--- src/dft_pkg.sv ---
// Shared types, constants and the CRC step for the DLE frame transmitter.
`timescale 1ns / 1ps

package dft_pkg;

  // Framing bytes and CRC16-XMODEM constants.
  localparam logic [7:0]  DLE_BYTE = 8'h10;
  localparam logic [7:0]  STX_BYTE = 8'h02;
  localparam logic [7:0]  ETX_BYTE = 8'h03;
  localparam logic [15:0] CRC_POLY = 16'h1021;
  localparam logic [7:0]  CHUNK_SIZE_RST = 8'd20;

  // One input item can cause at most this many output bytes.
  localparam int RUN_MAX = 10;
  localparam int CNT_W   = $clog2(RUN_MAX + 1);

  // Input item: one byte of a command frame.
  typedef struct packed {
    logic [7:0] in_byte;
    logic       starts_frame;
    logic       ends_frame;
  } in_item_t;

  // Result item: one byte of the framed, stuffed stream.
  typedef struct packed {
    logic [7:0] out_byte;
    logic       run_last;
    logic       chunk_end;
    logic       frame_done;
  } out_item_t;

  // All output bytes caused by one input item, entry 0 goes out first.
  typedef struct packed {
    logic [RUN_MAX-1:0][7:0] bytes;
    logic [CNT_W-1:0]        cnt;
    logic                    starts;
    logic                    ends;
  } run_t;

  // CRC16-XMODEM update by one byte, MSB first.
  function automatic logic [15:0] crc_step(input logic [15:0] crc_in, input logic [7:0] b);
    logic [15:0] c;
    c = crc_in ^ {b, 8'h00};
    for (int k = 0; k < 8; k++) begin
      if (c[15]) begin
        c = {c[14:0], 1'b0} ^ CRC_POLY;
      end else begin
        c = {c[14:0], 1'b0};
      end
    end
    return c;
  endfunction

endpackage

--- src/dft_builder.sv ---
// Frame builder: keeps CRC, sequence and frame state and expands one item into its output bytes.
`timescale 1ns / 1ps

module dft_builder (
  input  logic              clk,
  input  logic              rst_n,
  input  dft_pkg::in_item_t in_data,
  input  logic              in_fire,
  output dft_pkg::run_t     run,
  output logic              run_vld
);
  import dft_pkg::*;

  logic [15:0] crc_r, crc_nxt;
  logic [7:0]  seq_r, seq_nxt;
  logic        open_r, open_nxt;

  // Build the list of output bytes and the next frame state.
  always_comb begin
    logic [CNT_W-1:0] cnt;
    logic [15:0]      c;
    logic [7:0]       b;
    cnt      = '0;
    c        = crc_r;
    b        = in_data.in_byte;
    run      = '0;
    run_vld  = 1'b0;
    seq_nxt  = seq_r;
    open_nxt = open_r;
    if (in_data.starts_frame) begin
      run_vld = 1'b1;
      run.bytes[cnt] = DLE_BYTE;
      cnt = cnt + 1'b1;
      run.bytes[cnt] = STX_BYTE;
      cnt = cnt + 1'b1;
      run.bytes[cnt] = b;
      cnt = cnt + 1'b1;
      if (b == DLE_BYTE) begin
        run.bytes[cnt] = b;
        cnt = cnt + 1'b1;
      end
      run.bytes[cnt] = seq_r;
      cnt = cnt + 1'b1;
      if (seq_r == DLE_BYTE) begin
        run.bytes[cnt] = seq_r;
        cnt = cnt + 1'b1;
      end
      c        = crc_step(crc_step(16'h0000, b), seq_r);
      seq_nxt  = seq_r + 8'd1;
      open_nxt = 1'b1;
    end else if (open_r) begin
      run_vld = 1'b1;
      run.bytes[cnt] = b;
      cnt = cnt + 1'b1;
      if (b == DLE_BYTE) begin
        run.bytes[cnt] = b;
        cnt = cnt + 1'b1;
      end
      c = crc_step(crc_r, b);
    end
    // The CRC goes out unstuffed, then the trailer.
    if (run_vld && in_data.ends_frame) begin
      run.bytes[cnt] = c[15:8];
      cnt = cnt + 1'b1;
      run.bytes[cnt] = c[7:0];
      cnt = cnt + 1'b1;
      run.bytes[cnt] = DLE_BYTE;
      cnt = cnt + 1'b1;
      run.bytes[cnt] = ETX_BYTE;
      cnt = cnt + 1'b1;
      open_nxt = 1'b0;
    end
    run.cnt    = cnt;
    run.starts = in_data.starts_frame;
    run.ends   = in_data.ends_frame;
    crc_nxt    = c;
  end

  // Frame state advances when an item is accepted.
  always_ff @(posedge clk) begin
    if (!rst_n) begin
      crc_r  <= '0;
      seq_r  <= '0;
      open_r <= 1'b0;
    end else if (in_fire) begin
      crc_r  <= crc_nxt;
      seq_r  <= seq_nxt;
      open_r <= open_nxt;
    end
  end

endmodule

--- src/dft_emitter.sv ---
// Byte emitter: holds one item's bytes, sends one per cycle unless stalled and marks chunk boundaries.
`timescale 1ns / 1ps

module dft_emitter (
  input  logic               clk,
  input  logic               rst_n,
  input  logic [7:0]         chunk_size,
  input  dft_pkg::run_t      run_in,
  input  logic               load,
  output logic               run_ready,
  output logic               out_valid,
  input  logic               out_ready,
  output dft_pkg::out_item_t out_data
);
  import dft_pkg::*;

  run_t      run_r, run_shift;
  logic      run_vld_r;
  out_item_t out_r, out_nxt;
  logic      out_vld_r;
  logic [7:0] fill_r, fill_nxt;
  logic       emit, last;
  logic [8:0] limit, fill1;
  logic       close, frame_end;

  assign emit      = run_vld_r && (!out_vld_r || out_ready);
  assign last      = (run_r.cnt == CNT_W'(1));
  assign run_ready = !run_vld_r || (emit && last);

  // Chunk accounting; a frame always opens a new chunk.
  always_comb begin
    logic [7:0] base;
    base      = run_r.starts ? 8'd0 : fill_r;
    limit     = {(chunk_size == 8'd0), chunk_size};
    fill1     = {1'b0, base} + 9'd1;
    frame_end = last && run_r.ends;
    close     = frame_end || (fill1 >= limit);
    fill_nxt  = close ? 8'd0 : fill1[7:0];
    out_nxt.out_byte   = run_r.bytes[0];
    out_nxt.run_last   = last;
    out_nxt.chunk_end  = close;
    out_nxt.frame_done = frame_end;
  end

  // Remaining bytes move down one place per sent byte.
  always_comb begin
    run_shift        = run_r;
    run_shift.bytes  = {8'h00, run_r.bytes[RUN_MAX-1:1]};
    run_shift.cnt    = run_r.cnt - 1'b1;
    run_shift.starts = 1'b0;
  end

  // Run buffer.
  always_ff @(posedge clk) begin
    if (!rst_n) begin
      run_vld_r <= 1'b0;
    end else if (load) begin
      run_vld_r <= 1'b1;
    end else if (emit) begin
      run_vld_r <= !last;
    end
  end

  always_ff @(posedge clk) begin
    if (load) begin
      run_r <= run_in;
    end else if (emit) begin
      run_r <= run_shift;
    end
  end

  // Output register and chunk fill.
  always_ff @(posedge clk) begin
    if (!rst_n) begin
      out_vld_r <= 1'b0;
      fill_r    <= '0;
    end else if (emit) begin
      out_vld_r <= 1'b1;
      fill_r    <= fill_nxt;
    end else if (out_ready) begin
      out_vld_r <= 1'b0;
    end
  end

  always_ff @(posedge clk) begin
    if (emit) begin
      out_r <= out_nxt;
    end
  end

  assign out_valid = out_vld_r;
  assign out_data  = out_r;

  // A held run always has between one and the maximum number of bytes.
  a_run_cnt: assert property (@(posedge clk) disable iff (!rst_n)
    run_vld_r |-> (run_r.cnt != '0) && (run_r.cnt <= CNT_W'(RUN_MAX)))
    else $error("run buffer byte count out of range");

  // The trailer byte closes the chunk and ends its item's run.
  a_frame_done: assert property (@(posedge clk) disable iff (!rst_n)
    out_vld_r && out_r.frame_done |-> out_r.chunk_end && out_r.run_last)
    else $error("frame end without chunk end or run end");

  // A run is not dropped before its last byte has been sent.
  a_run_keep: assert property (@(posedge clk) disable iff (!rst_n)
    emit && !last |=> run_vld_r)
    else $error("run buffer emptied early");

endmodule

--- src/dle_frame_transmitter_crc16.sv ---
// Top level of the DLE frame transmitter with CRC16-XMODEM.
`timescale 1ns / 1ps

// Takes command frames one byte per item and sends them as 0x10 0x02, opcode,
// sequence number, payload, CRC16-XMODEM high and low byte, 0x10 0x03, with
// every 0x10 in opcode, sequence number and payload doubled. Results come out
// one byte per cycle, unless out_ready stalls them, from a single output
// register. An item causes one or two bytes for a payload byte, up to six for
// an opcode, and four more when the frame ends at that byte, so up to ten for an
// opcode that also ends its frame; a byte outside a frame causes none. The
// next item is accepted while the last byte of the current one moves to the
// output register. chunk_size resets to 20, and 0 means 256. The user must
// write it via cfg_we/cfg_wdata only while the block is idle; the block does not enforce it.
module dle_frame_transmitter_crc16 (
  input  logic               clk,
  input  logic               rst_n,
  input  logic               in_valid,
  output logic               in_ready,
  input  dft_pkg::in_item_t  in_data,
  output logic               out_valid,
  input  logic               out_ready,
  output dft_pkg::out_item_t out_data,
  input  logic               cfg_we,
  input  logic [7:0]         cfg_wdata
);
  import dft_pkg::*;

  logic [7:0] chunk_size_r;
  logic       in_fire;
  run_t       run;
  logic       run_vld;
  logic       run_ready;

  // Chunk size register.
  always_ff @(posedge clk) begin
    if (!rst_n) begin
      chunk_size_r <= CHUNK_SIZE_RST;
    end else if (cfg_we) begin
      chunk_size_r <= cfg_wdata;
    end
  end

  // An item is taken when the run buffer is free or frees this cycle.
  assign in_ready = run_ready;
  assign in_fire  = in_valid && run_ready;

  dft_builder u_builder (
    .clk     (clk),
    .rst_n   (rst_n),
    .in_data (in_data),
    .in_fire (in_fire),
    .run     (run),
    .run_vld (run_vld)
  );

  dft_emitter u_emitter (
    .clk        (clk),
    .rst_n      (rst_n),
    .chunk_size (chunk_size_r),
    .run_in     (run),
    .load       (in_fire && run_vld),
    .run_ready  (run_ready),
    .out_valid  (out_valid),
    .out_ready  (out_ready),
    .out_data   (out_data)
  );

endmodule

--- config.mk ---
export PLATFORM = sky130hd
export DESIGN_NAME = dle_frame_transmitter_crc16
export DESIGN_NICKNAME = d
export VERILOG_FILES = /design/src/dft_pkg.sv /design/src/dft_builder.sv /design/src/dft_emitter.sv /design/src/dle_frame_transmitter_crc16.sv
export SDC_FILE = /design/constraint.sdc
export NUM_CORES = 1
export LEC_CHECK = 0
export ABC_AREA = 1
export BUFFER_PORTS_ARGS = -buffer_cell sky130_fd_sc_hd__buf_2
export CORE_AREA = 3 3 154 156
export CTS_CLUSTER_SIZE = 14
export DETAILED_ROUTE_END_ITERATION = 16
export DIE_AREA = 0 0 157 159
export PLACE_DENSITY = 0.6
export SYNTH_ARGS = -nofsm -noshare
export SYNTH_HDL_FRONTEND = slang
export SYNTH_HIERARCHICAL = 1
export SYNTH_SLANG_ARGS = --single-unit
--- constraint.sdc ---
create_clock -name clk -period 5.5 [get_ports clk]
set_clock_uncertainty 0.2 [all_clocks]
set_input_delay 1.1 -clock clk [delete_from_list [all_inputs] [get_ports clk]]
set_output_delay 1.1 -clock clk [all_outputs]
set_load 0.01 [all_outputs]
* Yosys cells after proc, flatten, opt, wreduce, memory -nomap -nowiden *
Cells that the tools add are included.

storage, ports and cells
  register bits after elaboration = 140
  output and inout port bits = 13
  input bits = 23

cells by class
  eq/ne operators = 3
  $add $sub $neg = 9
  reductions and logical operators = 24
  bitwise operators = 32
  order comparisons = 13
  mux-type cells = 97

operator list
  cell                                                         number
  two-way mux 16 bit                                           33
  bitwise mux 80 bit                                           4
  two-way mux 13 bit                                           24
  demux 8 bit (select 4 bit)                                   6
  two-way mux 86 bit                                           2
  two-way mux 80 bit                                           2
  two-way mux 8 bit                                            10
  inverter 3 bit                                               24
  bitwise AND 70 bit                                           1
  inverter 70 bit                                              1
  two-way mux 64 bit                                           1
  bitwise AND 60 bit                                           1
  inverter 60 bit                                              1
  XOR 16 bit                                                   2
  less-than comparator 4 x 5 -> 1 bit (second input constant)  6
  adder 4 x 1 -> 4 bit (second input constant)                 6
  >= comparator 4 x 1 -> 1 bit (second input constant)         6
  two-way mux 4 bit                                            5
  bitwise OR 20 bit                                            1
  == test 8 x 5 -> 1 bit (second input constant)               2
  logical AND 1 bit                                            12
  bitwise OR 10 bit                                            1
  adder 8 x 1 -> 9 bit (second input constant)                 1
  >= comparator 9 bit                                          1
  other kinds (11)                                             25

* Longest topological paths before layout *
  depth in word-level cells = 55
  depth in mapped cells = 28
  mapped depth without buffers = 27

* Cells and area by module *
Netlist, hierarchy kept.

modules (own cells, without submodules)
  module                       times used  cells an instance  area an instance (um2)  seq. area each (um2)
  dft_emitter                  1           507                4880.9                  3113.0
  dft_builder                  1           882                4792.1                  500.5
  dle_frame_transmitter_crc16  1           51                 332.8                   160.2

* Worst setup path before layout *
OpenSTA, ideal clock, no wires.

  kind = in2reg
  start point = input port out_ready
  end point = register u_emitter.run_r (netlist bit u_emitter/out_nxt[10]), enable pin
  arrival = 4.308 ns
  setup time = 0.446 ns
  stages on the path = 11
  data required time = 4.854 ns
  setup slack = 0.546 ns
  cell sequence = inv_1 > nand2_1 > nand2_1 > buf_2 > o21ai_0 > nand2_1 > nor2_1 > buf_2 > inv_1 > clkbuf_1 > nand2_1

on the way
  cells in the longest elaborated chain, start to end = 7

RTL lines
  element                              line                               text
  from (decl)                          dle_frame_transmitter_crc16.sv:21  input logic out_ready,
  logical OR 1 bit                     dft_emitter.sv:26                  assign emit = run_vld_r && (!out_vld_r || out_ready);
  logical AND 1 bit                    dft_emitter.sv:26
  logical AND 1 bit                    dft_emitter.sv:28                  assign run_ready = !run_vld_r || (emit && last);
  logical OR 1 bit                     dft_emitter.sv:28
  named net in_ready                   dle_frame_transmitter_crc16.sv:18  output logic in_ready,
  logical AND 1 bit                    dle_frame_transmitter_crc16.sv:45  assign in_fire = in_valid && run_ready;
  logical AND 1 bit                    dle_frame_transmitter_crc16.sv:61  .load (in_fire && run_vld),
  nonzero test 2 bit (no source line)  --
  to (signal assigned)                 dft_emitter.sv:66                  run_r <= run_in;
  to (signal assigned)                 dft_emitter.sv:68                  run_r <= run_shift;
  to (decl)                            dft_emitter.sv:17                  run_t run_r, run_shift;

The timed path passes the listed nets, and every way through them passes these cells.
A chain may end at the register's enable or synchronous reset.

==> results.toml <==
[cts]
post_cts_buffers = 0
clk-insertion-delay-late_ns = 0.43
tritoncts_clock_tree = "done"
cts_inserted_buffers = 17
sink_count_of_the_clock_tree = 140
clkTransAtPathRegs_ns = 0.07
hold_buffers_post_cts = 0
cts_max_path_buffers = 2
cts_repair_resized_insts = 0
cts_root_buf = "sky130_fd_sc_hd__clkbuf_16"
htree_num_levels = 4

[finish]
layoutNonFillerInstCount = 1753
synthToLayoutAreaGrowth_pct = 10.04
nets = 1503
final_layout_size_suffix_gt1_frac = 0.1281
num_antenna_cells = 0

[timing]
timing_hold_violations_final = 0
maxSlewViolCount = 0
period_utilization = 0.8732
min_period_ns = 4.803
maxClockFrequency_ghz = 0.2082
unrepaired_setup_endpoints_after_global_routing = "no"
timing.final.setup_violations = 0
sum_of_negative_setup_slack_ns = 0
timing.slew.headroom = 0.4963
worst_pin_slew_ns = 0.7547

[synth]
ys_async_sr_fraction = 0
yosys_most_used_dff = "sky130_fd_sc_hd__edfxtp_1"
synth-seq-area-share = 0.3771
yosys_synthesis_warning_count = 6
synth_cell_types = 51
synth-seq-cells = 140
mappedNetlistNets = 1488
cell_area_synth_sq_um = 10010
synthesis.instances = 1440
average_instance_area_after_synthesis_sq_um = 6.949
edff_count_synth = 97

[critical_path]
worst-r2r-setup-slack_ns = 0.71
worstPathArrival_ns = 4.91
critPathMostFrequentCell = "sky130_fd_sc_hd__nand2_1"
regToRegStartpoint = "u_builder/seq_r[1]$_SDFFE_PN0P_"
critPathCaptureType = "flip-flop"
reg2reg_to = "u_emitter/run_r[62]$_DFFE_PP_"
worstPathMaxFanout = 8
start_kind = "input pin"
timing.critical_path.slowest_stage_cell = "sky130_fd_sc_hd__nor2_1"
reg2reg_depth = 25
cpPeakStageDelay_ns = 0.46
critical_path_class = "in -> reg"
cp.required_ns = 5.60

[floorplanning]
boundaryPins = 36
die_w_um = 157
design.die.area_sq_um = 24960
row_count = 55
floorplan.die.height_um = 159
core_area_sq_um = 22500
initial_cell_density_of_the_core = 0.4446

[placement]
port-buffer-count = 35
final_weighted_congestion_in_routability_driven_placement = 1.002
post-place-cells = 1721
detailed_place_hpwl_um = 23360

[worst_hold_path]
worstHoldStart = "u_emitter/out_nxt[7]$_DFFE_PP_"
min_to = "u_emitter/out_data[7]$_DFFE_PP_"
timing.hold.worst_path_depth = 0
min_path_type = "reg -> reg"

[global_route]
grt_start_max_net_pins = 74
grt.overflow.total = 0
grt.total_usage = 0.2557
grt_pass1_vias = 8790
grt_first_pass_wirelength_um = 49880
number_of_antenna_violations_at_the_first_check_in_global_routing = 1

[drt]
drtIter0Drc = 1212
post_drt_wl_per_cell_um = 18.19
wirelength_um = 31880
num_vias = 9542
detail_route.drc_violations = 0
drt-pass1-iter-count = 6
vias_per_cell = 5.443
antenna_violating_nets_post_route = 0

[pwr]
p_sw_frac = 0.3371
power_frac_comb = 0.203
total_power_mw = 3.145
cell_internal_pwr_mw = 2.085
static-leakage-power_nw = 5.106
switching_power_mw = 1.060
share_of_power_burned_in_the_clock_network = 0.380
irDropWorstVdd_mv = 0.1896
power.density_cell_area_nw_per_um2 = 285.6
flop_pwr_share = 0.417

[run]
maxCapViolations = 0

[run_status]
outcome = "complete, no violations"
## through the flow
step,hold WS (ns),util,setup WS (ns),cell area (sq um)
3_5_place_dp,0.2045,0.4628,0.3019,10420
4_1_cts,0.2147,0.4893,0.7313,11010
6_report,0.2109,0.4893,0.6974,11010
2_1_floorplan,0.2003,-,0.5460,10010
5_1_grt,0.2246,0.4893,0.2783,11010
3_3_place_gp,0.2007,0.4628,0.3898,10420
## area by class of cell
cell class | instances | area, sq um
clock buffers | 17 | 425.4
clock inverters | 15 | 170.2
fillers | 2266 | 11490
inverters | 174 | 663.1
multi-input cells | 1069 | 5299
flip-flops and latches | 140 | 3774
well taps | 285 | 356.6
repair buffers | 53 | 322.8
## cell usage after synthesis, types with 2 or more instances
| master | count | area, sq um |
|---|---|---|
| sky130_fd_sc_hd__a21oi_1 | 67 | 335.3 |
| sky130_fd_sc_hd__a21oi_2 | 4 | 35.03 |
| sky130_fd_sc_hd__a22oi_1 | 4 | 30.03 |
| sky130_fd_sc_hd__a31oi_1 | 2 | 12.51 |
| sky130_fd_sc_hd__a41oi_1 | 2 | 17.52 |
| sky130_fd_sc_hd__buf_1 | 2 | 7.510 |
| sky130_fd_sc_hd__buf_2 | 23 | 115.1 |
| sky130_fd_sc_hd__buf_4 | 4 | 30.03 |
| sky130_fd_sc_hd__buf_6 | 4 | 45.04 |
| sky130_fd_sc_hd__clkbuf_1 | 24 | 90.09 |
| sky130_fd_sc_hd__clkinv_1 | 3 | 11.26 |
| sky130_fd_sc_hd__clkinv_2 | 2 | 10.01 |
| sky130_fd_sc_hd__dfxtp_1 | 43 | 860.8 |
| sky130_fd_sc_hd__edfxtp_1 | 97 | 2913 |
| sky130_fd_sc_hd__ha_1 | 25 | 312.8 |
| sky130_fd_sc_hd__inv_1 | 141 | 529.3 |
| sky130_fd_sc_hd__inv_2 | 25 | 93.84 |
| sky130_fd_sc_hd__inv_4 | 3 | 18.77 |
| sky130_fd_sc_hd__nand2_1 | 506 | 1899 |
| sky130_fd_sc_hd__nand2_2 | 24 | 150.1 |
| sky130_fd_sc_hd__nand2_4 | 9 | 101.4 |
| sky130_fd_sc_hd__nand3_1 | 79 | 395.4 |
| sky130_fd_sc_hd__nand3_2 | 7 | 70.07 |
| sky130_fd_sc_hd__nand3_4 | 4 | 70.07 |
| sky130_fd_sc_hd__nand3b_1 | 2 | 15.01 |
| sky130_fd_sc_hd__nand4_1 | 19 | 118.9 |
| sky130_fd_sc_hd__nor2_1 | 110 | 412.9 |
| sky130_fd_sc_hd__nor2_2 | 9 | 56.30 |
| sky130_fd_sc_hd__nor2_4 | 4 | 45.04 |
| sky130_fd_sc_hd__nor2_8 | 2 | 40.04 |
| sky130_fd_sc_hd__nor3_1 | 21 | 105.1 |
| sky130_fd_sc_hd__nor4_1 | 3 | 18.77 |
| sky130_fd_sc_hd__o211ai_1 | 9 | 67.56 |
| sky130_fd_sc_hd__o21ai_0 | 84 | 420.4 |
| sky130_fd_sc_hd__o21ai_1 | 20 | 100.1 |
| sky130_fd_sc_hd__o22ai_1 | 10 | 62.56 |
| sky130_fd_sc_hd__xnor2_1 | 11 | 96.34 |
| sky130_fd_sc_hd__xor2_1 | 19 | 166.4 |
## power groups by stage
stage / Sequential (mW) / Clock (mW) / Combinational, mW
2_1_floorplan: 1.33 / 0 / 0.429
3_3_place_gp: 1.33 / 0 / 0.622
3_5_place_dp: 1.33 / 0 / 0.624
4_1_cts: 1.31 / 1.22 / 0.627
5_1_grt: 1.32 / 1.27 / 0.700
6_report: 1.31 / 1.20 / 0.637
## how the worst max path moves through the flow
stage / from / cells past startpoint / endpoint / slack (ns)
floorplan: out_ready / 11 / u_emitter/out_nxt[10]$_DFFE_PP_ / 0.55
global placement: in_data[7] / 25 / u_emitter/run_r[62]$_DFFE_PP_ / 0.39
detailed placement: in_data[7] / 25 / u_emitter/run_r[62]$_DFFE_PP_ / 0.30
CTS: u_builder/seq_r[1]$_SDFFE_PN0P_ / 25 / u_emitter/run_r[62]$_DFFE_PP_ / 0.73
global route: u_builder/seq_r[1]$_SDFFE_PN0P_ / 26 / u_emitter/run_r[81]$_SDFFCE_PN0P_ / 0.28
finish: in_data[7] / 25 / u_emitter/run_r[62]$_DFFE_PP_ / 0.70
## flip-flops by register name, summed over array words and instances (netlist names)
register	cells
u_builder/crc_r	16
u_emitter/run_vld_r	1
chunk_size_r	8
u_emitter/out_nxt	8
u_builder/open_r	1
u_builder/seq_r	8
u_emitter/fill_r	8
u_emitter/out_valid	1
u_emitter/run_r	78
u_emitter/out_data	11
## layout by cell type, fill, tap and decap left out, types with 21 or more instances in the layout
master	netlist	routed
sky130_fd_sc_hd__edfxtp_1	97	97
sky130_fd_sc_hd__nand2_2	24	24
sky130_fd_sc_hd__dfxtp_1	43	43
sky130_fd_sc_hd__ha_1	25	25
sky130_fd_sc_hd__buf_2	23	35
sky130_fd_sc_hd__o21ai_0	84	84
sky130_fd_sc_hd__nor3_1	21	21
sky130_fd_sc_hd__a21oi_1	67	67
sky130_fd_sc_hd__inv_2	25	26
sky130_fd_sc_hd__nand3_1	79	79
sky130_fd_sc_hd__nand2_1	506	505
sky130_fd_sc_hd__inv_1	141	140
sky130_fd_sc_hd__nor2_1	110	108
## critical path: cells and delay by family
kind                       cells  cell delay [ns]
AOI/OAI and AO/OA              2             0.31
adders and majority gates      3             0.99
buffers and inverters          8             0.83
and+or+nand+nor               12             1.62
## kinds of logic after synthesis
| logic type | count (synthesis) | synth area share |
|---|---|---|
| and+or+nand+nor | 803 | 0.3530 |
| buffers and inverters | 231 | 0.09504 |
| AOI/OAI and AO/OA | 210 | 0.1157 |
| DFF | 140 | 0.3771 |
| xor gates and xnor gates | 31 | 0.02789 |
| adders and majority gates | 25 | 0.03126 |
## metal layers
| metal | share of wire | GRT usage | up-vias |
|---|---|---|---|
| li1 | - | - | 4700 |
| met4 | 0.027 | 0.07720 | 2 |
| met3 | 0.086 | 0.04675 | 72 |
| met5 | 0.00028 | 0 | - |
| met2 | 0.44 | 0.3852 | 428 |
| met1 | 0.45 | 0.3729 | 4340 |
(Power assumes the default switching activity.)
